### config.mk
export PLATFORM = sky130hd
export DESIGN_NAME = rpwm_front_flat
export DESIGN_NICKNAME = d
export VERILOG_FILES = /design/src/rpwm_pkg.sv /design/src/rpwm_if.sv /design/src/rpwm_front.sv /design/src/flat_wrapper.sv
export SDC_FILE = /design/constraint.sdc
export NUM_CORES = 1
export LEC_CHECK = 0
export BUFFER_PORTS_ARGS = -buffer_cell sky130_fd_sc_hd__buf_2
export CORE_AREA = 4 4 54 56
export CTS_BUF_LIST = sky130_fd_sc_hd__clkbuf_16
export DETAILED_ROUTE_END_ITERATION = 8
export DIE_AREA = 0 0 58 60
export PLACE_DENSITY_LB_ADDON = 0.12
export SETUP_SLACK_MARGIN = 0.02
export SLEW_MARGIN = 25
export SYNTH_ARGS = -nofsm -noshare
export SYNTH_HDL_FRONTEND = slang
export SYNTH_SLANG_ARGS = --single-unit
### constraint.sdc
create_clock -name clock -period 2.2 [get_ports clock]
set_input_delay 0.11 -clock clock [delete_from_list [all_inputs] [get_ports clock]]
set_output_delay 0.11 -clock clock [all_outputs]
set_load 0.01 [all_outputs]
### src/rpwm_pkg.sv
package rpwm_pkg;

   localparam int ROWS      = 2048;
   localparam int ROW_AW    = $clog2(ROWS);
   localparam int ROW_CW    = ROW_AW + 1;
   localparam int CNT_W     = 13;
   localparam logic [CNT_W-1:0] CNT_MAX = {CNT_W{1'b1}};
   localparam int FIFO_DEPTH = 4;
   localparam int FIFO_AW    = 2;
   localparam int CSR_IW     = 3;
   localparam int CSR_DW     = 16;
   localparam int NUM_W      = 30;
   localparam int DIV_NW     = 31;
   localparam int DIV_DW     = 15;

   typedef enum logic [CSR_IW-1:0] {
      CSR_SLOPE  = 3'd0,
      CSR_MARGIN = 3'd1,
      CSR_SEARCH = 3'd2,
      CSR_REFOFS = 3'd3,
      CSR_SPAN   = 3'd4
   } csr_index_type;

   typedef enum logic [1:0] {
      STATUS_OK       = 2'd0,
      STATUS_NO_START = 2'd1,
      STATUS_ZERO_REF = 2'd2
   } status_type;

   typedef enum logic [3:0] {
      ST_IDLE,
      ST_S_RD,
      ST_S_CHK,
      ST_M_RD,
      ST_M_CHK,
      ST_R_RD,
      ST_R_CHK,
      ST_MUL,
      ST_DIV_GO,
      ST_DIV_WAIT,
      ST_OUT
   } back_state_type;

   typedef struct packed {
      logic [CNT_W-1:0] count;
      logic             frame_end;
   } row_rec_type;

   typedef struct packed {
      logic        push;
      row_rec_type rec;
   } fifo_wr_type;

endpackage

### src/rpwm_if.sv
interface rpwm_req_if;
   logic valid;
   logic ready;
   logic foreground;
   logic row_end;
   logic frame_end;
   modport source (output valid, foreground, row_end, frame_end, input ready);
   modport sink (input valid, foreground, row_end, frame_end, output ready);
endinterface


### src/rpwm_front.sv
module rpwm_front (
   input  logic               clock,
   input  logic               reset,
   rpwm_req_if.sink           req_chan,
   input  logic               fifo_full,
   output rpwm_pkg::fifo_wr_type fifo_wr
);

   logic [rpwm_pkg::CNT_W-1:0] count_ff, count_in, count_inc;
   logic                       accept;

   assign req_chan.ready = !fifo_full;
   assign accept = req_chan.valid && req_chan.ready;

   always_comb begin
      count_inc = count_ff;
      if (req_chan.foreground && count_ff != rpwm_pkg::CNT_MAX) begin
         count_inc = count_ff + 1'b1;
      end
      count_in = count_ff;
      fifo_wr.push = 1'b0;
      fifo_wr.rec.count = count_inc;
      fifo_wr.rec.frame_end = req_chan.frame_end;
      if (accept) begin
         count_in = count_inc;
         // close the row on either end marker
         if (req_chan.row_end || req_chan.frame_end) begin
            fifo_wr.push = 1'b1;
            count_in = '0;
         end
      end
   end

   always_ff @(posedge clock) begin
      if (reset) begin
         count_ff <= '0;
      end else begin
         count_ff <= count_in;
      end
   end

endmodule

### src/flat_wrapper.sv
// flat-port wrapper written by rule: the top's interface ports become plain ports
module rpwm_front_flat 
  (clock, reset, fifo_full, fifo_wr, req_chan_valid, req_chan_foreground, req_chan_row_end, req_chan_frame_end, req_chan_ready);
  rpwm_req_if req_chan_i ();
  input  logic clock;
  input  logic reset;
  input  logic fifo_full;
  output rpwm_pkg::fifo_wr_type fifo_wr;
  input wire logic [$bits(req_chan_i.valid)-1:0] req_chan_valid;
  input wire logic [$bits(req_chan_i.foreground)-1:0] req_chan_foreground;
  input wire logic [$bits(req_chan_i.row_end)-1:0] req_chan_row_end;
  input wire logic [$bits(req_chan_i.frame_end)-1:0] req_chan_frame_end;
  output wire logic [$bits(req_chan_i.ready)-1:0] req_chan_ready;
  assign req_chan_i.valid = req_chan_valid;
  assign req_chan_i.foreground = req_chan_foreground;
  assign req_chan_i.row_end = req_chan_row_end;
  assign req_chan_i.frame_end = req_chan_frame_end;
  assign req_chan_ready = req_chan_i.ready;
  rpwm_front u_core (.clock(clock), .reset(reset), .req_chan(req_chan_i), .fifo_full(fifo_full), .fifo_wr(fifo_wr));
endmodule
# Yosys cells after proc, flatten, opt, wreduce, memory -nomap -nowiden
# Cells that the tools add are included.
# op_classes
reduce_logical,4
muxes,4
n_addsub,1
eq_ne,1
# ops
cell,n
13-bit 2-to-1 mux,2
"13-bit by 1-bit adder with 13-bit output, second input constant",1
"13-bit inequality test, second input constant",1
1-bit logical AND,2
1-bit 2-to-1 mux,2
1-bit zero test,1
1-bit logical OR,1
# totals
register_bits,13
elab_cells,11
inputBits,7
out_inout_bits,16

# Logic depth before layout (Yosys ltp)
# Gate-level depths: netlist of the first run.
# logic_depth
word_depth,4
ltp_mapped,6
depth_no_buf,5

# Worst setup path before layout of the first run
# OpenSTA, ideal clock, no wires.
# synth_timing
path_kind,register -> register
from,register u_core.count_ff[0] in the netlist's numbering
to,register u_core.count_ff[11] in the netlist's numbering
stages_incl_launch_ff,7
synth_period_minus_slack_ps,1659
t_required_ps,2126
n_path_buf,1
t_arrival_ps,1585
slack_ps,541
setup_ps,74
cell_sequence,dfxtp_1 > ha_1 > nand3_1 > or4_4 > buf_6 > a21bo_1 > a31oi_1
# synth_via
elab_chain_cells,4
word_cells_on_any_way,5
classes_between,add/sub: 1; eq/ne: 1; mux: 2; reduce/logical: 1
# synth_lines
item,line,source
"start, declared",rpwm_front.sv:9,"logic [rpwm_pkg::CNT_W-1:0] count_ff, count_in, count_inc;"
"start signal, assigned",rpwm_front.sv:38,count_ff <= count_in;
"parallel branches: the longest is 2 deep, another holds 13-bit by 1-bit adder with 13-bit output",-,
13-bit 2-to-1 mux *,rpwm_front.sv:17,if (req_chan.foreground && count_ff != rpwm_pkg::CNT_MAX) begin
13-bit 2-to-1 mux *,rpwm_front.sv:27,if (req_chan.row_end || req_chan.frame_end) begin
# Mark *: on every way between the ends.
# A chain may end at the register's enable or synchronous reset.

==> metrics.txt, run 1 <==
FF-to-FF setup slack 440 ps; met3 Use GR 3.67%; Switching Share 23.7%; WHS 188 ps; Net Count, Synth 124; Detail Placement HPWL 1.87 mm; Worst EP required 2090 ps; Hold Path End u_core.count_ff[1]; crit share post-route 94.4%; die height 60 um; met2 Use GR 26.6%; yosys warns 0; PnR worst setup slack 124 ps; WS Path Type reg2out; Psw 0.000163 W; final slew viol count 0; via count 1004; synth top area cells dfxtp_1 27%, a31oi_1 7.2%, nand2_1 5.1%; mapped cell area 953 sq um; flops & latches, synth 13; final WL 2.57 mm; gpl congestion 0.801; busiest metal layer after global routing met2; outcome finished clean; placed cell areas 1090 sq um; Crit Reg-Reg Startpoint u_core.count_ff[0]; relative slew slack 68.4%; Crit Path Max Fanout 11; final hold vios 0; Comb power frac 12.1%; Max Cap Viol 0; Final Skew 0.875 ps; Hold Buf Count CTS 0; Int Power 0.000526 W; share of layout cells above drive strength 1 31.4%; Hold WC Path Type in2reg; Worst-Skew Late Latency 240 ps; Worst VDD drop 0.000361 V; Power Density 571 nW/um^2; Flop pwr share 38.0%; cell count of the worst reg-to-reg path 5; largest net degree at the start of global routing 12; Post-synth top flop dfxtp_1; Port Buf Inserts 22; final instance area 1210 sq um; Final Core Density 49.6%; number of inserted diodes 0; num ports 23; Post-synth EDFFs 0; largest register by flop count u_core.count_ff; post-synthesis sequential area ratio 27.3%; measured slew at the worst slew-check pin 470 ps; Via-to-Cell Ratio 5.91; Layout area overhead 26.6%; Avg Cell Area, Syn 8.22 sq um; Routed wire per std cell 15.1 um; final antenna-violating net count 0; die area 3480 sq um; vias in the first global route 928; Clock transition at path regs 50 ps; total CTS buffers 3; hold path start reset; DRT Pass-1 Iters 4; RSZ-0062 raised after global routing false; area fraction of the dominant cell type after synthesis 27.3%; clock network fraction of total power 49.9%; fin crit period 2080 ps; core area 2430 sq um; first-pass GRT wire length 4.26 mm; biggest regs u_core.count_ff x13; critical path startpoint category register; GRT Total Usage 16.0%; nets@finish 149; GR Overflow Total 0; Sum Neg Setup Slack 0 ps; CP endpoint kind output port; die width 58 um; critical path arrival 1970 ps; H-tree depth 1; Sink Count 13; # DRC 0; initial antenna violation count 0; count of final setup violators 0; Starting Density 39.2%; P_leak 0.487 nW; hold path depth 2; met1 Usage GRT 20.2%; Max Buffers Root-to-Sink 2; Largest register FFs 13; Achievable Freq 482 MHz; ys async rst share 0%; initial DRC count 33; clk root buf clkbuf_16; Rows 18; pre-CTS setup slack 291 ps; Post-Syn Instances 116; CTS tree built; leading area contributor after synthesis dfxtp_1; Netlist cell types 41; R2R Path End u_core.count_ff[8]
[cell families after synthesis]
kind of cell             share of synthesized area [%]
flip-flops                                        27.3
adder cells (fa/ha/maj)                           1.31
AO/OA/AOI/OAI                                     25.6
multiplexers                                      1.18
buffers and inverters                             5.38
XOR/XNOR                                          9.19
AND/OR/NAND/NOR                                   30.1
[worst max-delay path, stage by stage, from the launching register on]
cell     delay, ps
dfxtp_1        460
nand4_2        200
or4_4          640
nand3_1        160
xnor2_1        120
buf_2          140
[cell usage in the layout (no fill, tap or decap), types with 3 or more instances in the layout]
master / instances
buf_2: 22
nand2_1: 13
a31oi_1: 11
dfxtp_1: 8
o21ai_0: 6
xnor2_1: 5
xor2_1: 5
buf_4: 5
dfxtp_2: 5
nand4_1: 4
nor3_1: 4
nor2_1: 4
inv_1: 3
nand3_1: 3
nor4_1: 3
and4_1: 3
nand2b_1: 3
clkbuf_16: 3
[layout make-up]
type | count | area, sq um
Clock buffer | 3 | 75.1
Clock inverter | 1 | 3.75
Fill cell | 250 | 1220
Inverter | 2 | 7.51
Multi-Input combinational cell | 94 | 669
Sequential cell | 13 | 267
Tap cell | 30 | 37.5
Timing Repair Buffer | 27 | 148
[cells in the mapped netlist (2+ instances only)]
master	instances
nor4_1	3
a21bo_1	2
nor2b_1	3
nand2_1	13
a31oi_1	11
clkbuf_1	2
nor3_1	4
xnor2_1	5
a21oi_1	2
o21ai_0	6
or3_1	2
buf_2	2
nor2_1	4
nand3_1	3
dfxtp_1	13
nand2b_1	3
a32oi_1	2
xor2_1	5
buf_4	2
and4_1	3
nand4_2	2
nand4_1	4
inv_1	2
[per-stage QoR]
step                total power, W  cells
global route              0.000716    170
CTS                       0.000686    169
finish                    0.000689    170
floorplan                 0.000307    116
detailed placement        0.000341    165
global placement          0.000339    165
[per-layer routing]
layer  up-vias  part of all wire [%]
met4         0                   1.2
met3         4                   5.9
li1        499                     -
met1       462                    47
met5         -                     0
met2        39                    46
[power groups by stage]
stage / clock, W / sequential (W) / combinational (W)
floorplan: 0 / 0.000258 / 0.0000487
global placement: 0 / 0.000259 / 0.0000798
detailed placement: 0 / 0.000261 / 0.0000807
CTS: 0.000349 / 0.000256 / 0.0000809
global route: 0.000360 / 0.000264 / 0.0000919
finish: 0.000344 / 0.000262 / 0.0000837
[what timing repair did]
action / 4_1_cts / 5_1_grt
resized for setup: 1 / 9
endpoints found under the setup margin: 1 / 4
setup buffers: 0 / 1
pin swaps: 0 / 2
[worst max-delay path by stage]
stage | start | end | depth (start not counted)
finish | u_core.count_ff[10] | fifo_wr[3] | 5
global route | u_core.count_ff[10] | fifo_wr[3] | 5
CTS | u_core.count_ff[0] | fifo_wr[11] | 6
detailed placement | u_core.count_ff[0] | fifo_wr[11] | 6
global placement | u_core.count_ff[0] | fifo_wr[11] | 6
floorplan | u_core.count_ff[0] | u_core.count_ff[11] | 6
Power figures use the tool's default switching activity.
==> run 2, diff against run 1 <==
- CORE_AREA: 4 4 54 56 -> 4 4 50 61
- DIE_AREA: 0 0 58 60 -> 0 0 54 65
==> run 2 against run 1 <==
Worst hold slack gained 16 ps. Utilization down 0.70 points. First-iteration DRC count shrank 6.1%. Power decreased by 0.53%. Sequential power about the same. Wire length up 0.55%. Critical path depth increased by 1. Sequential share of layout area grew 0.12 points. Worst setup slack got worse by 5.0 ps. Non-clock buffer count increased by 1. Sequential cell count unchanged.
==> metrics.txt, run 2 (synthesis results as in run 1) <==
relative slew slack 69.6% (was 68.4%); die width 54 um (was 58 um); share of layout cells above drive strength 1 34.0% (was 31.4%); initial antenna violation count 0 (unchanged); Max Buffers Root-to-Sink 2 (unchanged); Final Skew 4.19 ps (was 0.875 ps); Max Cap Viol 0 (unchanged); Comb power frac 12.0% (was 12.1%); clk root buf clkbuf_16 (unchanged); CTS tree built (unchanged); count of final setup violators 0 (unchanged); crit share post-route 94.6% (was 94.4%); total CTS buffers 3 (unchanged); initial DRC count 31 (was 33); final slew viol count 0 (unchanged); CP endpoint kind output port (unchanged); GRT Total Usage 15.8% (was 16.0%); RSZ-0062 raised after global routing false (unchanged); Worst VDD drop 0.000460 V (was 0.000361 V); num ports 23 (unchanged); first-pass GRT wire length 4.15 mm (was 4.26 mm); largest net degree at the start of global routing 12 (unchanged); final WL 2.58 mm (was 2.57 mm); most frequent cells in the layout 22 x buf_2, 13 x nand2_1, 11 x a31oi_1, 7 x dfxtp_2 (was 22 x buf_2, 13 x nand2_1, 11 x a31oi_1, 8 x dfxtp_1, 6 x o21ai_0); Port Buf Inserts 22 (unchanged); met2 Use GR 22.3% (was 26.6%); vias in the first global route 892 (was 928); Hold WC Path Type in2reg (unchanged); Int Power 0.000523 W (was 0.000526 W); via count 1023 (was 1004); fin crit period 2080 ps (about the same); Switching Share 23.7% (about the same); number of inserted diodes 0 (unchanged); final hold vios 0 (unchanged); biggest regs u_core.count_ff x13 (unchanged); clock network fraction of total power 50.2% (was 49.9%); Psw 0.000162 W (was 0.000163 W); P_leak 0.495 nW (was 0.487 nW); WHS 205 ps (was 188 ps); sequential cell area 269 sq um (was 267 sq um); met1 Usage GRT 22.2% (was 20.2%); Hold Buf Count CTS 0 (unchanged); die area 3510 sq um (was 3480 sq um); Layout area overhead 27.2% (was 26.6%); WS Path Type reg2out (unchanged); commonest non-fill, non-tap cell in the layout buf_2 (unchanged); critical path arrival 1970 ps (about the same); die height 65 um (was 60 um); Filler cells 244 (was 250); measured slew at the worst slew-check pin 454 ps (was 470 ps); critical path startpoint category register (unchanged); largest register by flop count u_core.count_ff (unchanged); Flop pwr share 37.8% (was 38.0%); busiest metal layer after global routing met2 (unchanged); Sink Count 13 (unchanged); Sum Neg Setup Slack 0 ps (unchanged); met3 Use GR 3.68% (was 3.67%); Crit Path Max Fanout 6 (was 11); Starting Density 38.5% (was 39.2%); Clock transition at path regs 40 ps (was 50 ps); # DRC 0 (unchanged); Worst-Skew Late Latency 240 ps (about the same); core area 2480 sq um (was 2430 sq um); nets@finish 150 (was 149); Largest register FFs 13 (unchanged); Multi-input gate area 661 sq um (was 669 sq um); GR Overflow Total 0 (unchanged); Power Density 566 nW/um^2 (was 571 nW/um^2); final antenna-violating net count 0 (unchanged); outcome finished clean (unchanged); gpl congestion 0.854 (was 0.801); DRT Pass-1 Iters 4 (unchanged); H-tree depth 1 (unchanged); Worst EP required 2090 ps (about the same); Detail Placement HPWL 1.81 mm (was 1.87 mm); Via-to-Cell Ratio 5.88 (was 5.91); Rows 20 (was 18); Routed wire per std cell 14.8 um (was 15.1 um); Achievable Freq 480 MHz (was 482 MHz)
-- run 2: cell types whose count changed in the layout (fill, tap and decap cells not counted) --
cell | before | now
buf_4 | 5 | 6
nor2b_4 | 1 | 0
nor4_1 | 3 | 2
ha_4 | 1 | 0
nor4_2 | 0 | 1
nor2b_2 | 0 | 1
dfxtp_1 | 8 | 6
ha_2 | 0 | 1
dfxtp_2 | 5 | 7
-- run 2: path summary, 6_finish.rpt --
| kind | start | endpoint | slack (ps) | cells after the start |
|---|---|---|---|---|
| worst max-delay path | u_core.count_ff[0] | fifo_wr[11] | 120 | 6 |
| worst min register to register | u_core.count_ff[0] | u_core.count_ff[0] | 520 | 1 |
| worst min-delay path | reset | u_core.count_ff[1] | 200 | 2 |
| worst max register to register | u_core.count_ff[0] | u_core.count_ff[8] | 430 | 5 |
-- run 2: through the flow --
step	util [%]	setup WS [ps]	instance area, sq um	instances	power (W)
3_5_place_dp	44.0	273	1090	168	0.000340
2_1_floorplan	-	541	953	116	0.000307
4_1_cts	47.5	33.8	1180	172	0.000682
3_3_place_gp	44.0	303	1090	168	0.000341
6_report	48.9	119	1210	174	0.000686
5_1_grt	48.9	33.2	1210	174	0.000714
-- run 2: layout make-up --
type                       instances  share of cell area, %
inverter                           2                  0.619
timing repair buffer              28                   12.8
sequential                        13                   22.2
tap                               33                   3.41
clock buffer                       3                   6.19
clock inverter                     1                  0.310
multi-input combinational         94                   54.5
-- run 2: repair_timing --
| action | CTS | global route |
|---|---|---|
| resized for setup | 1 | 10 |
| setup buffers | 0 | 2 |
| setup endpoints to repair | 1 | 6 |
| pin swaps | 0 | 2 |
-- run 2: power groups by stage --
| stage | Sequential [W] | Combinational (W) | Clock [W] |
|---|---|---|---|
| after floorplan | 0.000258 | 0.0000487 | 0 |
| after global placement | 0.000260 | 0.0000809 | 0 |
| after detailed placement | 0.000261 | 0.0000793 | 0 |
| after CTS | 0.000256 | 0.0000800 | 0.000346 |
| after global routing | 0.000259 | 0.0000909 | 0.000364 |
| final | 0.000259 | 0.0000820 | 0.000344 |
-- run 2: routing by layer --
metal / vias up / part of all wire [%]
met5: - / 0
met2: 41 / 46
met1: 479 / 45
met3: 4 / 7.2
li1: 499 / -
met4: 0 / 1.4
-- run 2: worst max-delay path, stage by stage, from the launching register on --
cell and delay [ps]:
dfxtp_2 380, ha_2 220, nand4_1 240, a211oi_4 370
nor2b_2 230, xor2_1 150, buf_2 140
==> run 3, diff against run 2 <==
==> constraint.sdc (replaced) <==
create_clock -name clock -period 2.2 [get_ports clock]
set_input_delay 0.22 -clock clock [delete_from_list [all_inputs] [get_ports clock]]
set_output_delay 0.22 -clock clock [all_outputs]
set_load 0.01 [all_outputs]
==> run 3 against run 2 <==
Critical path depth unchanged. Utilization increased by 1.5 points. Die area unchanged. Clock skew is 1.8 ps lower. Worst setup slack better by 15 ps. Worst hold slack improved by 110 ps. Count of clock-buffer cells in the layout did not move. Via count decreased by 1.3%. Clock power hardly changed. Highest routed layer unchanged. Largest power group unchanged. Combinational power increased by 5.2%. Wire length is 1.1% higher. Largest cell class unchanged.
==> metrics.txt, run 3 (synthesis results as in run 1) <==
Hold Buf Count CTS 0 (unchanged); Filler cells 249 (was 244); crit share post-route 93.9% (was 94.6%); Starting Density 38.5% (unchanged); die width 54 um (unchanged); Switching Share 24.2% (was 23.7%); Final Skew 2.39 ps (was 4.19 ps); Max Buffers Root-to-Sink 2 (unchanged); critical path arrival 1850 ps (was 1970 ps); final slew viol count 0 (unchanged); pre-CTS setup slack 225 ps (was 273 ps); Achievable Freq 484 MHz (was 480 MHz); Rows 20 (unchanged); Routed wire per std cell 14.7 um (was 14.8 um); Worst-Skew Late Latency 240 ps (about the same); Layout Cells excl Fill 178 (was 174); measured slew at the worst slew-check pin 465 ps (was 454 ps); Sink Count 13 (unchanged); Power Density 557 nW/um^2 (was 566 nW/um^2); WHS 313 ps (was 205 ps); placed cell count 172 (was 168); DRT Pass-1 Iters 4 (unchanged); Psw 0.000168 W (was 0.000162 W); GRT Total Usage 16.4% (was 15.8%); die height 65 um (unchanged); RSZ-0062 raised after global routing true (was false); fin crit period 2070 ps (was 2080 ps); CTS tree built (unchanged); Crit-path slowest cell or4_4 (was dfxtp_2); PnR worst setup slack 134 ps (was 119 ps); core area 2480 sq um (unchanged); first-pass GRT wire length 4.22 mm (was 4.15 mm); critical path startpoint category register (unchanged); Largest register FFs 13 (unchanged); gpl congestion 0.787 (was 0.854); initial antenna violation count 0 (unchanged); Layout area overhead 31.0% (was 27.2%); Comb power frac 12.4% (was 12.0%); Clock transition at path regs 50 ps (was 40 ps); count of final setup violators 0 (unchanged); initial DRC count 53 (was 31); Crit. Startpoint u_core.count_ff[0] (unchanged); commonest non-fill, non-tap cell in the layout buf_2 (unchanged); Crit Path Max Fanout 7 (was 6); relative slew slack 68.9% (was 69.6%); via count 1010 (was 1023); Worst VDD drop 0.000290 V (was 0.000460 V); FF-to-FF setup slack 430 ps (about the same); vias in the first global route 922 (was 892); most frequent cells in the layout 22 x buf_2, 13 x nand2_1, 11 x a31oi_1, 10 x buf_4, 7 x dfxtp_1 (was 22 x buf_2, 13 x nand2_1, 11 x a31oi_1, 7 x dfxtp_2); Max Cap Viol 0 (unchanged); CP delay by family, top simple AND/OR/NAND/NOR gates (unchanged); final antenna-violating net count 0 (unchanged); WS Path Type reg2out (unchanged); nets@finish 154 (was 150); Port Buf Inserts 22 (unchanged); CP cell instances ha_4 -> nand3_1 -> or4_4 -> nand3_2 -> xnor2_1 -> buf_2 (was ha_2 -> nand4_1 -> a211oi_4 -> nor2b_2 -> xor2_1 -> buf_2); number of inserted diodes 0 (unchanged); H-tree depth 1 (unchanged); GR Overflow Total 0 (unchanged); Detail Placement HPWL 1.90 mm (was 1.81 mm); CP bufs+invs 1 (unchanged); Crit Reg-Reg Startpoint u_core.count_ff[0] (unchanged); Worst EP required 1980 ps (was 2090 ps); clock network fraction of total power 49.8% (was 50.2%); share of layout cells above drive strength 1 35.9% (was 34.0%); P_leak 0.512 nW (was 0.495 nW); Via-to-Cell Ratio 5.67 (was 5.88); # DRC 0 (unchanged); Flop pwr share 37.8% (about the same); largest net degree at the start of global routing 12 (unchanged); CP endpoint kind output port (unchanged); num ports 23 (unchanged); Max stage delay on crit path 510 ps (was 380 ps); Hold WC Path Type in2reg (unchanged); hold path start reset (unchanged); biggest regs u_core.count_ff x13 (unchanged); outcome finished clean (unchanged); die area 3510 sq um (unchanged); final hold vios 0 (unchanged); final WL 2.61 mm (was 2.58 mm); total CTS buffers 3 (unchanged); Int Power 0.000527 W (was 0.000523 W); clk root buf clkbuf_16 (unchanged); largest register by flop count u_core.count_ff (unchanged)
==> run 3: final cells by class <==
cell class	count	area [sq um]	area share, %
Sequential cell	13	268	21.4
Timing Repair Buffer	32	185	14.8
Tap cell	33	41.3	3.31
Inverter	2	7.51	0.601
Clock inverter	1	3.75	0.301
Multi-Input combinational cell	94	668	53.5
Clock buffer	3	75.1	6.01
==> run 3: per-stage QoR <==
| step | cell area (sq um) | total power, W | utilization (%) | setup TNS, ps |
|---|---|---|---|---|
| finish | 1250 | 0.000695 | 50.4 | 0 |
| global route | 1250 | 0.000722 | 50.4 | -36.2 |
| CTS | 1230 | 0.000693 | 49.8 | 0 |
| detailed placement | 1120 | 0.000342 | 45.3 | 0 |
| global placement | 1120 | 0.000341 | 45.3 | 0 |
| floorplan | 953 | 0.000307 | - | 0 |
==> run 3: final timing paths <==
path / to / cells past startpoint
max reg2reg: u_core.count_ff[9] / 6
min reg2reg: u_core.count_ff[10] / 2
min: u_core.count_ff[1] / 2
max: fifo_wr[3] / 6
==> run 3: what timing repair did <==
item                       4_1_cts  5_1_grt
gates cloned                     0        0
setup buffers                    2        0
resized for setup                5        6
pin swaps                        1        2
setup endpoints to repair        3        4
==> run 3: per-layer routing <==
layer  vias up  global-route usage [%]  wire length (um)
met5         -                       0                 0
met4         0                    7.17                44
met3         5                    3.45               141
met2        29                    25.6              1230
met1       471                    21.1              1200
li1        505                       -                 -
==> run 3: power by group through the flow <==
| stage | clock [W] | sequential [W] | combinational [W] |
|---|---|---|---|
| after CTS | 0.000345 | 0.000262 | 0.0000860 |
| after global placement | 0 | 0.000259 | 0.0000823 |
| after global routing | 0.000362 | 0.000262 | 0.0000971 |
| after floorplan | 0 | 0.000258 | 0.0000487 |
| final | 0.000346 | 0.000262 | 0.0000863 |
| after detailed placement | 0 | 0.000260 | 0.0000814 |
