<file path="src/rpwm_pkg.sv">
package rpwm_pkg;

   localparam int ROWS      = 2048;
   localparam int ROW_AW    = $clog2(ROWS);
   localparam int ROW_CW    = ROW_AW + 1;
   localparam int CNT_W     = 13;
   localparam logic [CNT_W-1:0] CNT_MAX = {CNT_W{1'b1}};
   localparam int FIFO_DEPTH = 4;
   localparam int FIFO_AW    = 2;
   localparam int CSR_IW     = 3;
   localparam int CSR_DW     = 16;
   localparam int NUM_W      = 30;
   localparam int DIV_NW     = 31;
   localparam int DIV_DW     = 15;

   typedef enum logic [CSR_IW-1:0] {
      CSR_SLOPE  = 3'd0,
      CSR_MARGIN = 3'd1,
      CSR_SEARCH = 3'd2,
      CSR_REFOFS = 3'd3,
      CSR_SPAN   = 3'd4
   } csr_index_type;

   typedef enum logic [1:0] {
      STATUS_OK       = 2'd0,
      STATUS_NO_START = 2'd1,
      STATUS_ZERO_REF = 2'd2
   } status_type;

   typedef enum logic [3:0] {
      ST_IDLE,
      ST_S_RD,
      ST_S_CHK,
      ST_M_RD,
      ST_M_CHK,
      ST_R_RD,
      ST_R_CHK,
      ST_MUL,
      ST_DIV_GO,
      ST_DIV_WAIT,
      ST_OUT
   } back_state_type;

   typedef struct packed {
      logic [CNT_W-1:0] count;
      logic             frame_end;
   } row_rec_type;

   typedef struct packed {
      logic        push;
      row_rec_type rec;
   } fifo_wr_type;

endpackage

</file>
<file path="src/rpwm_fifo.sv">
module rpwm_fifo (
   input  logic                   clock,
   input  logic                   reset,
   input  rpwm_pkg::fifo_wr_type  fifo_wr,
   input  logic                   pop,
   output rpwm_pkg::row_rec_type  rd_rec,
   output logic                   full,
   output logic                   empty
);

   rpwm_pkg::row_rec_type slot_ff [rpwm_pkg::FIFO_DEPTH];
   logic [rpwm_pkg::FIFO_AW:0] wr_ptr_ff, rd_ptr_ff;

   assign empty  = wr_ptr_ff == rd_ptr_ff;
   assign full   = (wr_ptr_ff[rpwm_pkg::FIFO_AW] != rd_ptr_ff[rpwm_pkg::FIFO_AW]) &&
                   (wr_ptr_ff[rpwm_pkg::FIFO_AW-1:0] == rd_ptr_ff[rpwm_pkg::FIFO_AW-1:0]);
   assign rd_rec = slot_ff[rd_ptr_ff[rpwm_pkg::FIFO_AW-1:0]];

   always_ff @(posedge clock) begin
      if (fifo_wr.push && !full) begin
         slot_ff[wr_ptr_ff[rpwm_pkg::FIFO_AW-1:0]] <= fifo_wr.rec;
      end
   end

   always_ff @(posedge clock) begin
      if (reset) begin
         wr_ptr_ff <= '0;
         rd_ptr_ff <= '0;
      end else begin
         if (fifo_wr.push && !full) wr_ptr_ff <= wr_ptr_ff + 1'b1;
         if (pop && !empty) rd_ptr_ff <= rd_ptr_ff + 1'b1;
      end
   end

endmodule

</file>
<file path="config.mk">
export PLATFORM = sky130hd
export DESIGN_NAME = rpwm_fifo
export DESIGN_NICKNAME = d
export VERILOG_FILES = /design/src/rpwm_pkg.sv /design/src/rpwm_fifo.sv
export SDC_FILE = /design/constraint.sdc
export NUM_CORES = 1
export LEC_CHECK = 0
export BUFFER_PORTS_ARGS = -buffer_cell sky130_fd_sc_hd__buf_4
export CAP_MARGIN = 10
export CORE_UTILIZATION = 56
export CTS_CLUSTER_DIAMETER = 200
export DETAILED_ROUTE_END_ITERATION = 10
export PLACE_DENSITY_LB_ADDON = 0.2
export SYNTH_ARGS = -nofsm -noshare
export SYNTH_HDL_FRONTEND = slang
export SYNTH_SLANG_ARGS = --single-unit
</file>
<file path="constraint.sdc">
create_clock -name clock -period 2.1 [get_ports clock]
set_input_delay 0.105 -clock clock [delete_from_list [all_inputs] [get_ports clock]]
set_output_delay 0.105 -clock clock [all_outputs]
set_load 0.02 [all_outputs]
</file>
-- Word level (Yosys, flattened, before mapping)
Memories as Yosys holds them, arrays and structs flattened. A register that Yosys moved wholly into a read port is not among the register bits.
Index checks and enable logic that the tools add are counted.
- reduce and logical (&&, ||, !) cells: 5
- $add $sub $neg: 2
- equal/unequal tests: 3
- mux-type cells: 4
- operators by type and width (operator ; number):
    $add A3 B1 Y3 const B ; 2
    $mux W2 ; 2
    $eq A3 B3 Y1 ; 1
    $logic_and A1 B1 Y1 ; 3
    $eq A2 B2 Y1 ; 1
    $logic_not A1 Y1 ; 2
    $mux W1 ; 2
    $ne A1 B1 Y1 ; 1
- output and inout port bits: 16
- memories: 1
- register bits after elaboration: 6
- bits in writable memories: 56
- logic and storage cells: 17
- memory list (memory ; words ; width ; read ports ; clocked after Yosys merged registers in ; write ports ; line ; text):
    slot_ff ; 4 ; 14 ; 1 ; 1 ; 1 ; rpwm_fifo.sv:11 ; rpwm_pkg::row_rec_type slot_ff [rpwm_pkg::FIFO_DEPTH];

-- Depth between registers and ports, before layout
Gate-level depths: netlist of the first run.
- depth after elaboration: 6
- gate-level depth with buffers: 5
- mapped depth without buffers: 4

-- Worst setup path before layout of the first run
Ideal clock, no wire load.
- path kind: register to register
- start: reg rd_ptr_ff[1] (netlist name)
- end: mem slot_ff[3][0] (netlist name) (enable)
- clock period less this slack: 1.904 ns
- path slack: 0.196 ns
- stages on the path, launching flop included: 4
- required time: 1.706 ns
- data arrival time: 1.511 ns
- setup time: 0.394 ns
- cells stage by stage: dfxtp_1 clkbuf_4 xnor2_1 a31oi_1
- longest elaborated chain between the ends: 6
- RTL lines (element ; line ; text):
    start, declared ; rpwm_fifo.sv:12 ; logic [rpwm_pkg::FIFO_AW:0] wr_ptr_ff, rd_ptr_ff;
    start signal, assigned ; rpwm_fifo.sv:31 ; if (pop && !empty) rd_ptr_ff <= rd_ptr_ff + 1'b1;
    $eq A2 B2 Y1 ; rpwm_fifo.sv:16 ; (wr_ptr_ff[rpwm_pkg::FIFO_AW-1:0] == rd_ptr_ff[rpwm_pkg::FIFO_AW-1:0]);
    $logic_and A1 B1 Y1 ; rpwm_fifo.sv:15 ; assign full = (wr_ptr_ff[rpwm_pkg::FIFO_AW] != rd_ptr_ff[rpwm_pkg::FIFO_AW]) &&
    $logic_not A1 Y1 ; rpwm_fifo.sv:20 ; if (fifo_wr.push && !full) begin
    $logic_and A1 B1 Y1 ; rpwm_fifo.sv:20 ;
    $mux W1 ; rpwm_fifo.sv:20 ;
    $mux W1 (not written as such) ; rpwm_fifo.sv:21 ; slot_ff[wr_ptr_ff[rpwm_pkg::FIFO_AW-1:0]] <= fifo_wr.rec;
    end, declared ; rpwm_fifo.sv:11 ;
Every way passes these cells.

-- Final worst setup path of the first run
- start: reg wr_ptr_ff[2] (netlist name)
- end: mem slot_ff[1][0] (netlist name) (enable)
- longest elaborated chain between the ends: 6
- RTL lines (element ; line ; text):
    start, declared ; rpwm_fifo.sv:12 ;
    start signal, assigned ; rpwm_fifo.sv:30 ; if (fifo_wr.push && !full) wr_ptr_ff <= wr_ptr_ff + 1'b1;
    $ne A1 B1 Y1 ; rpwm_fifo.sv:15 ;
    $logic_and A1 B1 Y1 ; rpwm_fifo.sv:15 ;
    $logic_not A1 Y1 ; rpwm_fifo.sv:20 ;
    $logic_and A1 B1 Y1 ; rpwm_fifo.sv:20 ;
    $mux W1 ; rpwm_fifo.sv:20 ;
    $mux W1 (not written as such) ; rpwm_fifo.sv:21 ;
Every way passes these cells.

==> results.rst, run 1 <==
.. list-table::
   :header-rows: 1

   * - Metric
     - Value
   * - Outcome
     - complete, no violations
   * - Flip-flop and latch count after synthesis
     - 64
   * - CP peak stage delay
     - 0.61 ns
   * - Ys Warns
     - 0
   * - Sequential-to-total area share from yosys stat
     - 71.0%
   * - FFs w/ async S/R, synth
     - 0%
   * - Worst VDD drop
     - 0.811 mV
   * - # DRC
     - 0
   * - Clock tree from TritonCTS
     - built
   * - Crit path DAT
     - 1.84 ns
   * - All-Layer GR Usage
     - 21.8%
   * - Largest delay share family, worst path
     - simple AND/OR/NAND/NOR gates
   * - Crit share post-route
     - 89.0%
   * - Iteration-0 DRC count of the detailed router
     - 89
   * - Leakage power of the design
     - 1.17 nW
   * - Post-synthesis cell area
     - 0.00259 mm^2
   * - Die area
     - 0.00491 mm^2
   * - DR WL/cell
     - 18.3 um
   * - CP Capture Type
     - flip-flop
   * - Post-DR vias/cell
     - 5.90
   * - Most common flop cell mapped by yosys
     - edfxtp_1
   * - Slew Limit Fails
     - 0
   * - Ant. Diodes
     - 0
   * - Simple-gate share of the synthesized area
     - 5.01%
   * - Root buffer cell
     - clkbuf_8
   * - Number of global-route vias before repair
     - 1592
   * - Actual slew at the worst max-slew pin
     - 0.695 ns
   * - Net count after synthesis
     - 164
   * - Drt pass-1 iters
     - 6
   * - Die X-Extent
     - 70.1 um
   * - Final Core Density
     - 74.4%
   * - Vias
     - 1540
   * - Startpoint types
     - flip-flop
   * - Maximum Capacitance Violations
     - 0
   * - Initial core utilization
     - 58.8%
   * - Unrepaired setup endpoints after global routing
     - false
   * - Post-CTS setup-driven buffer insertion count
     - 0
   * - Post-route setup TNS
     - 0 ns
   * - Post-route ant nets
     - 0
   * - Final instance count without filler cells
     - 261
   * - Largest net degree at the start of global routing
     - 15
   * - Maximum fanout count along the critical path
     - 14
   * - Count of final setup violators
     - 0
   * - Total wire length
     - 4780 um
   * - Final period demand of the worst path
     - 1.87 ns
   * - Parity-gate share of the synthesized area counting xor and xnor cells
     - 2.03%
   * - # rows
     - 24
   * - Core region area
     - 0.00441 mm^2
   * - Unique cell type count in the Yosys netlist
     - 30
   * - Mean post-synth cell area
     - 18.4 um^2
   * - Number of primary I/O pins
     - 34
   * - Remaining max-slew budget at the tightest pin
     - 53.7%
   * - Worst path bufs/invs
     - 0
   * - Global-route wire length before repair
     - 7680 um
   * - Overflow after GRT
     - 0
   * - Count of placed standard cells including taps
     - 230
   * - Data required time of the worst path
     - 2.07 ns
   * - Share of final-layout standard cells stronger than drive strength 1
     - 35.9%
   * - Main combinational cell family by area after synthesis
     - multiplexers
   * - Clk buf depth
     - 2
   * - DIE HEIGHT
     - 70.1 um
   * - Clock Sink Count
     - 64
   * - Initial antenna violation count
     - 0
   * - Number of standard cells after synthesis
     - 141
   * - Final weighted congestion in routability-driven placement
     - 0.819
   * - Placed wire-length estimate after detailed placement
     - 3060 um
   * - Clock Pin Slew Worst Setup and Hold Paths
     - 0.07 ns
   * - Achievable Freq
     - 0.535 GHz
   * - Met2 demand-to-capacity share in global routing
     - 35.5%
   * - Share of the synthesized area in compound gates (AO/OA/AOI/OAI)
     - 4.97%
   * - Post-synth EDFFs
     - 56
   * - Clock skew
     - 0.00928 ns
   * - Deepest level of the CTS H-tree
     - 3
   * - Critical path start-end classification
     - reg -> reg
   * - Count of buffers from port buffering
     - 33
   * - Share of synthesized area spent on multiplexers
     - 12.2%
   * - Post-layout net count
     - 227
   * - Clock insertion delay at the later pin of the skew report
     - 0.34 ns
   * - Area Overhead vs Synth
     - 26.6%
   * - Hold Crit Class
     - in -> reg
   * - Fraction of the mapped netlist area in adder cells
     - 2.41%
   * - TritonCTS buffer count
     - 9
   * - Crit path cell chain
     - xor2_1 > a31oi_1 > and2_1
   * - Crit-path slowest cell
     - and2_1
   * - Most used routing layer
     - met2
   * - Global Route met1 Usage
     - 27.2%
   * - Met3 track demand over resource
     - 6.49%
   * - Power density normalized to cell area
     - 1300 mW/mm^2
   * - Final hold vios
     - 0
-- cells in the final DEF (no fill, tap or decap), types with 2 or more instances in the layout --
master and n:
a21oi_1 2, a31oi_1 3, a41oi_1 2, and2_1 3, buf_4 43, clkbuf_8 9, clkinv_2 3, clkinv_4 2
dfxtp_1 8, dlygate4sd3_1 15, edfxtp_1 56, ha_1 5, inv_1 4, mux4_2 14, nand2_1 5, nand3_1 3
nand4_1 2, nor2_1 2, nor3b_1 4, o211ai_1 5, o21ai_0 4, xnor2_1 3, xor2_1 3
-- cell usage after synthesis (all sizes together), types with 4 or more instances --
master	instances	area, um^2
a31oi	4	25.0
dfxtp	8	160
edfxtp	56	1680
ha	5	62.6
inv	4	15.0
mux4	14	315
nand2	5	18.8
nor3b	4	30.0
o211ai	5	37.5
o21ai	4	20.0
-- power breakdown --
part / leakage (nW) / total (mW) / internal [mW] / switching (mW)
Clock: 0.103 / 1.03 / 0.549 / 0.480
Sequential: 0.580 / 1.71 / 1.62 / 0.0875
Combinational: 0.485 / 1.53 / 0.691 / 0.836
Total: 1.17 / 4.26 / 2.86 / 1.40
-- logic make-up (layout without fill, tap and decap cells) --
| group | Yosys count | in the layout |
|---|---|---|
| muxes | 14 | 14 |
| adders and majority gates | 5 | 5 |
| and+or+nand+nor | 23 | 23 |
| DFF | 64 | 64 |
| AOI/OAI and AO/OA | 19 | 19 |
| buffers and inverters | 10 | 78 |
| xor gates and xnor gates | 6 | 6 |
-- per-stage QoR --
step	hold slack, ns	power (mW)	instance area (um^2)	setup slack (ns)
6_report	0.105	4.26	3290	0.231
3_5_place_dp	0.312	3.23	2940	0.245
3_3_place_gp	0.307	3.19	2940	0.321
2_1_floorplan	0.204	2.67	2590	0.196
5_1_grt	0.114	4.45	3290	0.0797
4_1_cts	0.0993	4.28	3290	0.222
-- cell type report --
cell class | count | area [um^2]
Inverter | 4 | 15.0
Multi-Input combinational cell | 67 | 696
Fill cell | 263 | 1130
Sequential cell | 64 | 1840
Tap cell | 52 | 65.1
Clock buffer | 9 | 124
Timing Repair Buffer | 58 | 473
Clock inverter | 7 | 71.3
-- repair_timing --
action | CTS | global route
hold buffers | 15 | 0
setup endpoints to repair | 0 | 0
endpoints found under the hold margin | 58 | 0
gates resized for setup | 0 | 0
-- registers in the layout (all words and copies together), names as in the netlist, named ones only --
signal and count:
wr_ptr_ff 3, slot_ff 56, rd_ptr_ff 3
-- final timing paths --
kind | startpoint | end | slack, ns | depth (start not counted)
setup / recovery | wr_ptr_ff[2] | slot_ff[1][0] | 0.23 | 3
hold / removal | fifo_wr[14] | wr_ptr_ff[1] | 0.11 | 3
setup reg to reg | wr_ptr_ff[2] | slot_ff[1][0] | 0.23 | 3
hold reg to reg | rd_ptr_ff[2] | rd_ptr_ff[2] | 0.56 | 2
-- metal layers --
layer | part of all wire (%) | vias up
li1 | - | 697
met3 | 6.1 | 12
met5 | 0 | -
met4 | 2.0 | 0
met2 | 50 | 77
met1 | 42 | 754
-- worst register-to-register path: stages, from the launching register on --
cell and delay [ns]:
dfxtp_1 0.44, xor2_1 0.20, a31oi_1 0.25, and2_1 0.61
Note: power is estimated with default switching activity, not from simulation.
==> run 2: changes to the inputs <==
Settings changed: ABC_AREA set to 1.
==> run 2 against run 1 <==
Against the previous run:
- first-iteration DRC count up 42%
- wire length down 2.3%
- critical path depth is 1 higher
- worst setup slack improved by 0.12 ns
- flip-flop and latch count did not move
- critical endpoint is now rd_rec[10]
- highest routed layer unchanged
==> results.rst, run 2 <==
.. list-table::
   :header-rows: 1

   * - Metric
     - Value
   * - Unique cell type count in the Yosys netlist
     - 21 (was 30)
   * - Clock skew
     - 0.00940 ns (was 0.00928 ns)
   * - Number of global-route vias before repair
     - 1623 (was 1592)
   * - Final Core Density
     - 73.8% (was 74.4%)
   * - Post-CTS setup-driven buffer insertion count
     - 0 (unchanged)
   * - Sequential-to-total area share from yosys stat
     - 71.0% (about the same)
   * - Worst VDD drop
     - 0.648 mV (was 0.811 mV)
   * - Startpoint types
     - flip-flop (unchanged)
   * - Ant. Diodes
     - 0 (unchanged)
   * - R2R cell count
     - 7 (was 3)
   * - Hold_sp
     - fifo_wr[14] (unchanged)
   * - Die area
     - 0.00491 mm^2 (about the same)
   * - Worst flop-to-flop path endpoint
     - slot_ff[2][2] (was slot_ff[1][0])
   * - Root buffer cell
     - clkbuf_8 (unchanged)
   * - Unrepaired setup endpoints after global routing
     - false (unchanged)
   * - Clock Sink Count
     - 64 (unchanged)
   * - FFs w/ async S/R, synth
     - 0% (unchanged)
   * - Post-synth EDFFs
     - 56 (unchanged)
   * - Instance area after placement
     - 0.00291 mm^2 (was 0.00294 mm^2)
   * - Flip-flop and latch count after synthesis
     - 64 (unchanged)
   * - Post-route setup TNS
     - 0 ns (unchanged)
   * - Remaining max-slew budget at the tightest pin
     - 70.0% (was 53.7%)
   * - Hold Slack
     - 0.0833 ns (was 0.105 ns)
   * - Hold path endpoint
     - wr_ptr_ff[1] (unchanged)
   * - DIE HEIGHT
     - 70.1 um (about the same)
   * - Number of primary I/O pins
     - 34 (unchanged)
   * - Maximum Capacitance Violations
     - 0 (unchanged)
   * - Drt pass-1 iters
     - 4 (was 6)
   * - DP Worst Slack
     - 0.559 ns (was 0.245 ns)
   * - Hold-fix buffers at CTS
     - 14 (was 15)
   * - Initial core utilization
     - 58.8% (about the same)
   * - Placed wire-length estimate after detailed placement
     - 2810 um (was 3060 um)
   * - DR WL/cell
     - 14.5 um (was 18.3 um)
   * - Die X-Extent
     - 70.1 um (about the same)
   * - Post-layout net count
     - 289 (was 227)
   * - Outcome
     - complete, no violations (unchanged)
   * - Most used cells in the layout excluding fill and tap cells
     - edfxtp_1, buf_4, nor2_1 (was edfxtp_1, buf_4, dlygate4sd3_1)
   * - # DRC
     - 0 (unchanged)
   * - TritonCTS buffer count
     - 9 (unchanged)
   * - Actual slew at the worst max-slew pin
     - 0.449 ns (was 0.695 ns)
   * - Area Overhead vs Synth
     - 25.6% (was 26.6%)
   * - Post_cts resized
     - 0 (unchanged)
   * - Largest net degree at the start of global routing
     - 29 (was 15)
   * - Deepest level of the CTS H-tree
     - 3 (unchanged)
   * - Crit path cell chain
     - inv_2 > o21ai_0 > o22ai_1 > buf_4 (was xor2_1 > a31oi_1 > and2_1)
   * - Clock Pin Slew Worst Setup and Hold Paths
     - 0.06 ns (was 0.07 ns)
   * - Count of buffers from port buffering
     - 33 (unchanged)
   * - Count of final setup violators
     - 0 (unchanged)
   * - Hold Crit Class
     - in -> reg (unchanged)
   * - Power density normalized to cell area
     - 968 mW/mm^2 (was 1300 mW/mm^2)
   * - Cell depth of the worst hold path
     - 3 (unchanged)
   * - Post-route ant nets
     - 0 (unchanged)
   * - Most instantiated cells after synthesis
     - edfxtp_1, nor2_1, o21ai_0 (was edfxtp_1, mux4_2, dfxtp_1)
   * - Share of the synthesized area in the top cell type
     - 64.8% (about the same)
   * - All-Layer GR Usage
     - 21.5% (was 21.8%)
   * - Iteration-0 DRC count of the detailed router
     - 126 (was 89)
   * - Clock tree from TritonCTS
     - built (unchanged)
   * - Total wire length
     - 4670 um (was 4780 um)
   * - Achievable Freq
     - 0.572 GHz (was 0.535 GHz)
   * - Critical path start-end classification
     - reg -> out (was reg -> reg)
   * - Slew Limit Fails
     - 0 (unchanged)
   * - Most frequent standard cell in the layout excluding fill and tap cells
     - edfxtp_1 (unchanged)
   * - Maximum fanout count along the critical path
     - 28 (was 14)
   * - Cell taking the most area after synthesis
     - edfxtp_1 (unchanged)
   * - Clk buf depth
     - 2 (unchanged)
   * - Data required time of the worst path
     - 2.00 ns (was 2.07 ns)
   * - Leakage power of the design
     - 1.27 nW (was 1.17 nW)
   * - Post-synthesis cell area
     - 0.00259 mm^2 (about the same)
   * - Mean post-synth cell area
     - 12.4 um^2 (was 18.4 um^2)
   * - Ys Warns
     - 0 (unchanged)
   * - Final period demand of the worst path
     - 1.75 ns (was 1.87 ns)
   * - Max reg flops
     - 56 (unchanged)
   * - Final critical-path setup slack
     - 0.353 ns (was 0.231 ns)
   * - Final weighted congestion in routability-driven placement
     - 0.789 (was 0.819)
   * - Vias
     - 1683 (was 1540)
   * - Most common flop cell mapped by yosys
     - edfxtp_1 (unchanged)
   * - Number of standard cells after synthesis
     - 209 (was 141)
   * - Startpoint of the worst register-to-register path
     - wr_ptr_ff[0] (was wr_ptr_ff[2])
   * - Overflow after GRT
     - 0 (unchanged)
   * - Cell types with the largest area share after synthesis
     - edfxtp_1, dfxtp_1, nor2_1 (was edfxtp_1, mux4_2, dfxtp_1)
   * - Worst reg2reg setup slack
     - 0.55 ns (was 0.23 ns)
   * - CP Capture Type
     - output pin (was flip-flop)
   * - Clock insertion delay at the later pin of the skew report
     - 0.33 ns (was 0.34 ns)
   * - Initial antenna violation count
     - 0 (unchanged)
   * - Core region area
     - 0.00441 mm^2 (unchanged)
   * - Post-DR vias/cell
     - 5.21 (was 5.90)
   * - Crit path DAT
     - 1.64 ns (was 1.84 ns)
   * - Crit share post-route
     - 83.2% (was 89.0%)
   * - Net count after synthesis
     - 232 (was 164)
   * - # rows
     - 24 (unchanged)
   * - Final hold vios
     - 0 (unchanged)
   * - CP peak stage delay
     - 0.51 ns (was 0.61 ns)
   * - Share of final-layout standard cells stronger than drive strength 1
     - 24.4% (was 35.9%)
   * - Global-route wire length before repair
     - 7530 um (was 7680 um)
   * - Cell with the most instances after synthesis
     - edfxtp_1 (unchanged)
   * - Post-route cell area
     - 0.00326 mm^2 (was 0.00329 mm^2)
   * - Crit-path slowest cell
     - dfxtp_1 (was and2_1)
run 2: cell count changes after synthesis, moves of 4 or more:
cell      change
nor2_1       +36
o21ai_0      +22
mux4_2       -14
o22ai_1      +14
nand2_1      +12
inv_1         +8
inv_2         +5
o211ai_1      -5
a31oi_1       -4
nor3b_1       -4
run 2: per-layer routing:
| metal | routed length [um] | GRT usage, % | part of all wire, % | up-vias |
|---|---|---|---|---|
| li1 | - | - | - | 853 |
| met1 | 1930 | 25.5 | 41 | 764 |
| met2 | 2300 | 34.0 | 49 | 54 |
| met3 | 294 | 7.65 | 6.3 | 12 |
| met4 | 148 | 12.4 | 3.2 | 0 |
| met5 | 0 | 0 | 0 | - |
run 2: kinds of logic (layout without fill, tap and decap cells):
kind of cell,Yosys count,after routing,share of synthesized area [%]
AO/OA/AOI/OAI,47,47,9.74
AND/OR/NAND/NOR,69,69,12.9
flip-flops,64,64,71.0
buffers and inverters,24,86,3.96
adder cells (fa/ha/maj),5,5,2.41
run 2: worst max path at each step:
stage	cells past startpoint	slack [ns]	from	end
6_report	4	0.35	flip-flop	rd_rec[10]
5_1_grt	4	0.17	flip-flop	rd_rec[8]
4_1_cts	4	0.34	flip-flop	rd_rec[10]
3_5_place_dp	7	0.56	wr_ptr_ff[0]	slot_ff[2][1]
3_3_place_gp	7	0.61	wr_ptr_ff[1]	slot_ff[0][1]
2_1_floorplan	6	0.29	wr_ptr_ff[1]	slot_ff[0][0]
run 2: layout make-up:
type,count,area (um^2)
multi-input cells,121,649
well taps,52,65.1
flip-flops and latches,64,1840
clock buffers,12,135
inverters,17,63.8
clock inverters,4,68.8
fillers,283,1160
repair buffers,53,433
run 2: report_power, final:
part / internal (mW) / switching [mW]
Clock: 0.664 / 0.423
Combinational: 0.233 / 0.341
Sequential: 1.45 / 0.0391
run 2: stage by stage:
stage,instances,power (mW)
after floorplan,209,1.86
after global placement,293,2.07
after detailed placement,293,2.07
after CTS,323,3.18
after global routing,323,3.29
final,323,3.15
run 2: critical path, delay by kind of cell, from the launching register on:
kind                   cells  cell delay (ns)
flip-flops                 1             0.51
buffers and inverters      2             0.44
AO/OA/AOI/OAI              2             0.36
==> run 3: changes to the inputs <==
Settings changed: ABC_AREA 1 to 0.
Clock period 2.1 ns to 1.62 ns, I/O delays scaled along.
==> run 3 against run 2 <==
Against the previous run:
- critical path type unchanged
- register-to-register slack worse by 0.45 ns
- count of clock-buffer cells in the layout down 3
- worst hold slack better by 0.019 ns
- clock skew down 0.0025 ns
- cell count down 20%
==> results.rst, run 3 (synthesized netlist as in run 1, its figures left out) <==
.. list-table::
   :header-rows: 1

   * - Metric
     - Value
   * - CP peak stage delay
     - 0.52 ns (was 0.51 ns)
   * - Final hold vios
     - 0 (unchanged)
   * - Area Overhead vs Synth
     - 31.4% (was 25.6%)
   * - Clock tree from TritonCTS
     - built (unchanged)
   * - Instance area after placement
     - 0.00295 mm^2 (was 0.00291 mm^2)
   * - Initial antenna violation count
     - 0 (unchanged)
   * - Total wire length
     - 4660 um (was 4670 um)
   * - DIE HEIGHT
     - 70.1 um (about the same)
   * - Global-route wire length before repair
     - 7480 um (was 7530 um)
   * - Power density normalized to cell area
     - 1720 mW/mm^2 (was 968 mW/mm^2)
   * - Clock Pin Slew Worst Setup and Hold Paths
     - 0.07 ns (was 0.06 ns)
   * - Post-route ant nets
     - 0 (unchanged)
   * - Most frequent standard cell in the layout excluding fill and tap cells
     - edfxtp_1 (unchanged)
   * - Number of primary I/O pins
     - 34 (unchanged)
   * - All-Layer GR Usage
     - 21.4% (was 21.5%)
   * - Root buffer cell
     - clkbuf_8 (unchanged)
   * - Data required time of the worst path
     - 1.54 ns (was 2.00 ns)
   * - Outcome
     - complete, no violations (unchanged)
   * - Crit-path slowest cell
     - mux4_2 (was dfxtp_1)
   * - Largest net degree at the start of global routing
     - 15 (was 29)
   * - Deepest level of the CTS H-tree
     - 3 (unchanged)
   * - Clk buf depth
     - 2 (unchanged)
   * - DP Worst Slack
     - 0.0334 ns (was 0.559 ns)
   * - Iteration-0 DRC count of the detailed router
     - 103 (was 126)
   * - Post-DR vias/cell
     - 5.77 (was 5.21)
   * - Most used cells in the layout excluding fill and tap cells
     - edfxtp_1, buf_4, dlygate4sd3_1 (was edfxtp_1, buf_4, nor2_1)
   * - Clock Sink Count
     - 64 (unchanged)
   * - Worst reg2reg setup slack
     - 0.10 ns (was 0.55 ns)
   * - Startpoint types
     - flip-flop (unchanged)
   * - Slew Limit Fails
     - 0 (unchanged)
   * - Achievable Freq
     - 0.621 GHz
   * - DR WL/cell
     - 17.9 um (was 14.5 um)
   * - Met3 layer wire length in the routed design
     - 271 um (was 294 um)
   * - Worst VDD drop
     - 1.14 mV (was 0.648 mV)
   * - Cell depth of the worst setup path
     - 3 (was 4)
   * - Final critical-path setup slack
     - 0.00889 ns (was 0.353 ns)
   * - Die area
     - 0.00491 mm^2 (about the same)
   * - Number of global-route vias before repair
     - 1533 (was 1623)
   * - Total area of multi-input combinational cells
     - 721 um^2 (was 649 um^2)
   * - Worst flop-to-flop path endpoint
     - slot_ff[1][13] (was slot_ff[2][2])
   * - TritonCTS buffer count
     - 9 (unchanged)
   * - # DRC
     - 0 (unchanged)
   * - CP Capture Type
     - output pin (unchanged)
   * - Critical path start-end classification
     - reg -> out (unchanged)
   * - Die X-Extent
     - 70.1 um (about the same)
   * - Clock skew
     - 0.00690 ns (was 0.00940 ns)
   * - Leakage power of the design
     - 1.20 nW (was 1.27 nW)
   * - Hold Crit Class
     - in -> reg (unchanged)
   * - # rows
     - 24 (unchanged)
   * - Ant. Diodes
     - 0 (unchanged)
   * - Clock insertion delay at the later pin of the skew report
     - 0.33 ns (about the same)
   * - Met2 layer wire length in the routed design
     - 2420 um (was 2300 um)
   * - Initial core utilization
     - 58.8% (about the same)
   * - Largest delay share family, worst path
     - multiplexers (was flip-flops)
   * - DRT met1 WL
     - 1910 um (was 1930 um)
   * - Share of final-layout standard cells stronger than drive strength 1
     - 39.4% (was 24.4%)
   * - Count of final setup violators
     - 0 (unchanged)
   * - Crit path DAT
     - 1.53 ns (was 1.64 ns)
   * - Final weighted congestion in routability-driven placement
     - 0.812 (was 0.789)
   * - Worst path bufs/invs
     - 2 (unchanged)
   * - Crit path cell chain
     - buf_12 > mux4_2 > buf_6 (was inv_2 > o21ai_0 > o22ai_1 > buf_4)
   * - Crit share post-route
     - 99.5%
   * - Overflow after GRT
     - 0 (unchanged)
   * - Max reg flops
     - 56 (unchanged)
   * - Remaining max-slew budget at the tightest pin
     - 66.1% (was 70.0%)
   * - Post-route cell area
     - 0.00341 mm^2 (was 0.00326 mm^2)
   * - Worst setup path endpoint
     - rd_rec[13] (was rd_rec[10])
   * - Post-layout net count
     - 226 (was 289)
   * - Highest metal used
     - met4 (unchanged)
   * - Placed wire-length estimate after detailed placement
     - 2980 um (was 2810 um)
   * - Startpoint of the worst register-to-register path
     - wr_ptr_ff[2] (was wr_ptr_ff[0])
   * - Final period demand of the worst path
     - 1.61 ns
   * - Count of buffers from port buffering
     - 33 (unchanged)
   * - Core region area
     - 0.00441 mm^2 (unchanged)
   * - Area taken by flip-flops and latches
     - 0.00185 mm^2 (was 0.00184 mm^2)
   * - Unrepaired setup endpoints after global routing
     - true (was false)
   * - Drt pass-1 iters
     - 4 (unchanged)
   * - R2R cell count
     - 3 (was 7)
   * - Fillers
     - 247 (was 283)
   * - Maximum Capacitance Violations
     - 0 (unchanged)
   * - Vias
     - 1501 (was 1683)
   * - Actual slew at the worst max-slew pin
     - 0.505 ns (was 0.449 ns)
   * - Maximum fanout count along the critical path
     - 7 (was 28)
-- run 3: cell types whose count changed in the layout (fill, tap and decap cells not counted), sizes merged, moves of 4 or more --
| cell | before | now |
|---|---|---|
| o21ai | 28 | 4 |
| o211ai | 0 | 5 |
| nor2 | 39 | 2 |
| o22ai | 14 | 0 |
| mux4 | 0 | 14 |
| nor3b | 0 | 4 |
| nand2 | 23 | 5 |
| inv | 17 | 5 |
| a31oi | 0 | 4 |
-- run 3: routing by layer --
| layer | vias up | track usage (%) |
|---|---|---|
| li1 | 696 | - |
| met1 | 739 | 27.6 |
| met2 | 57 | 34.2 |
| met3 | 9 | 6.20 |
| met4 | 0 | 9.33 |
| met5 | - | 0 |
-- run 3: layout make-up --
type,count,share of cell area [%]
Tap cell,52,1.91
Clock buffer,9,3.63
Multi-Input combinational cell,67,21.1
Inverter,4,0.440
Timing Repair Buffer,57,16.5
Clock inverter,7,2.09
Sequential cell,64,54.3
-- run 3: how the worst min path moves through the flow --
| stage | to | startpoint | slack [ns] | cells after the start |
|---|---|---|---|---|
| 6_report | wr_ptr_ff[1] | fifo_wr[14] | 0.10 | 3 |
| 5_1_grt | wr_ptr_ff[1] | fifo_wr[14] | 0.09 | 3 |
| 4_1_cts | wr_ptr_ff[1] | fifo_wr[14] | 0.09 | 3 |
| 3_5_place_dp | slot_ff[1][4] | fifo_wr[4] | 0.29 | 1 |
| 3_3_place_gp | slot_ff[3][8] | fifo_wr[8] | 0.28 | 1 |
| 2_1_floorplan | slot_ff[0][0] | fifo_wr[0] | 0.18 | 0 |
-- run 3: worst min-delay path, delay by kind of cell --
kind	cells	cell delay (ns)
buffers and inverters	1	0.13
AOI/OAI and AO/OA	2	0.18
-- run 3: power breakdown --
part	total, mW	internal [mW]	switching [mW]
clock	1.33	0.709	0.618
combinational	2.27	1.14	1.13
sequential	2.26	2.12	0.146
total	5.86	3.97	1.89
-- run 3: timing repair --
item,CTS,global route
hold buffers,15,0
cloned,1,0
endpoints found under the hold margin,59,0
pin swaps,0,1
gates resized for setup,21,5
buffers inserted,0,0
setup endpoints to repair,16,59
-- run 3: metrics by stage --
step | TNS [ns] | utilization [%] | std cells | total power [mW] | hold slack [ns]
6_report | 0 | 77.2 | 260 | 5.86 | 0.102
5_1_grt | -0.742 | 77.2 | 260 | 6.12 | 0.0924
4_1_cts | -0.0919 | 77.0 | 260 | 5.87 | 0.0881
3_5_place_dp | 0 | 66.9 | 228 | 4.22 | 0.288
3_3_place_gp | 0 | 66.9 | 228 | 4.16 | 0.280
2_1_floorplan | 0 | - | 141 | 3.47 | 0.180
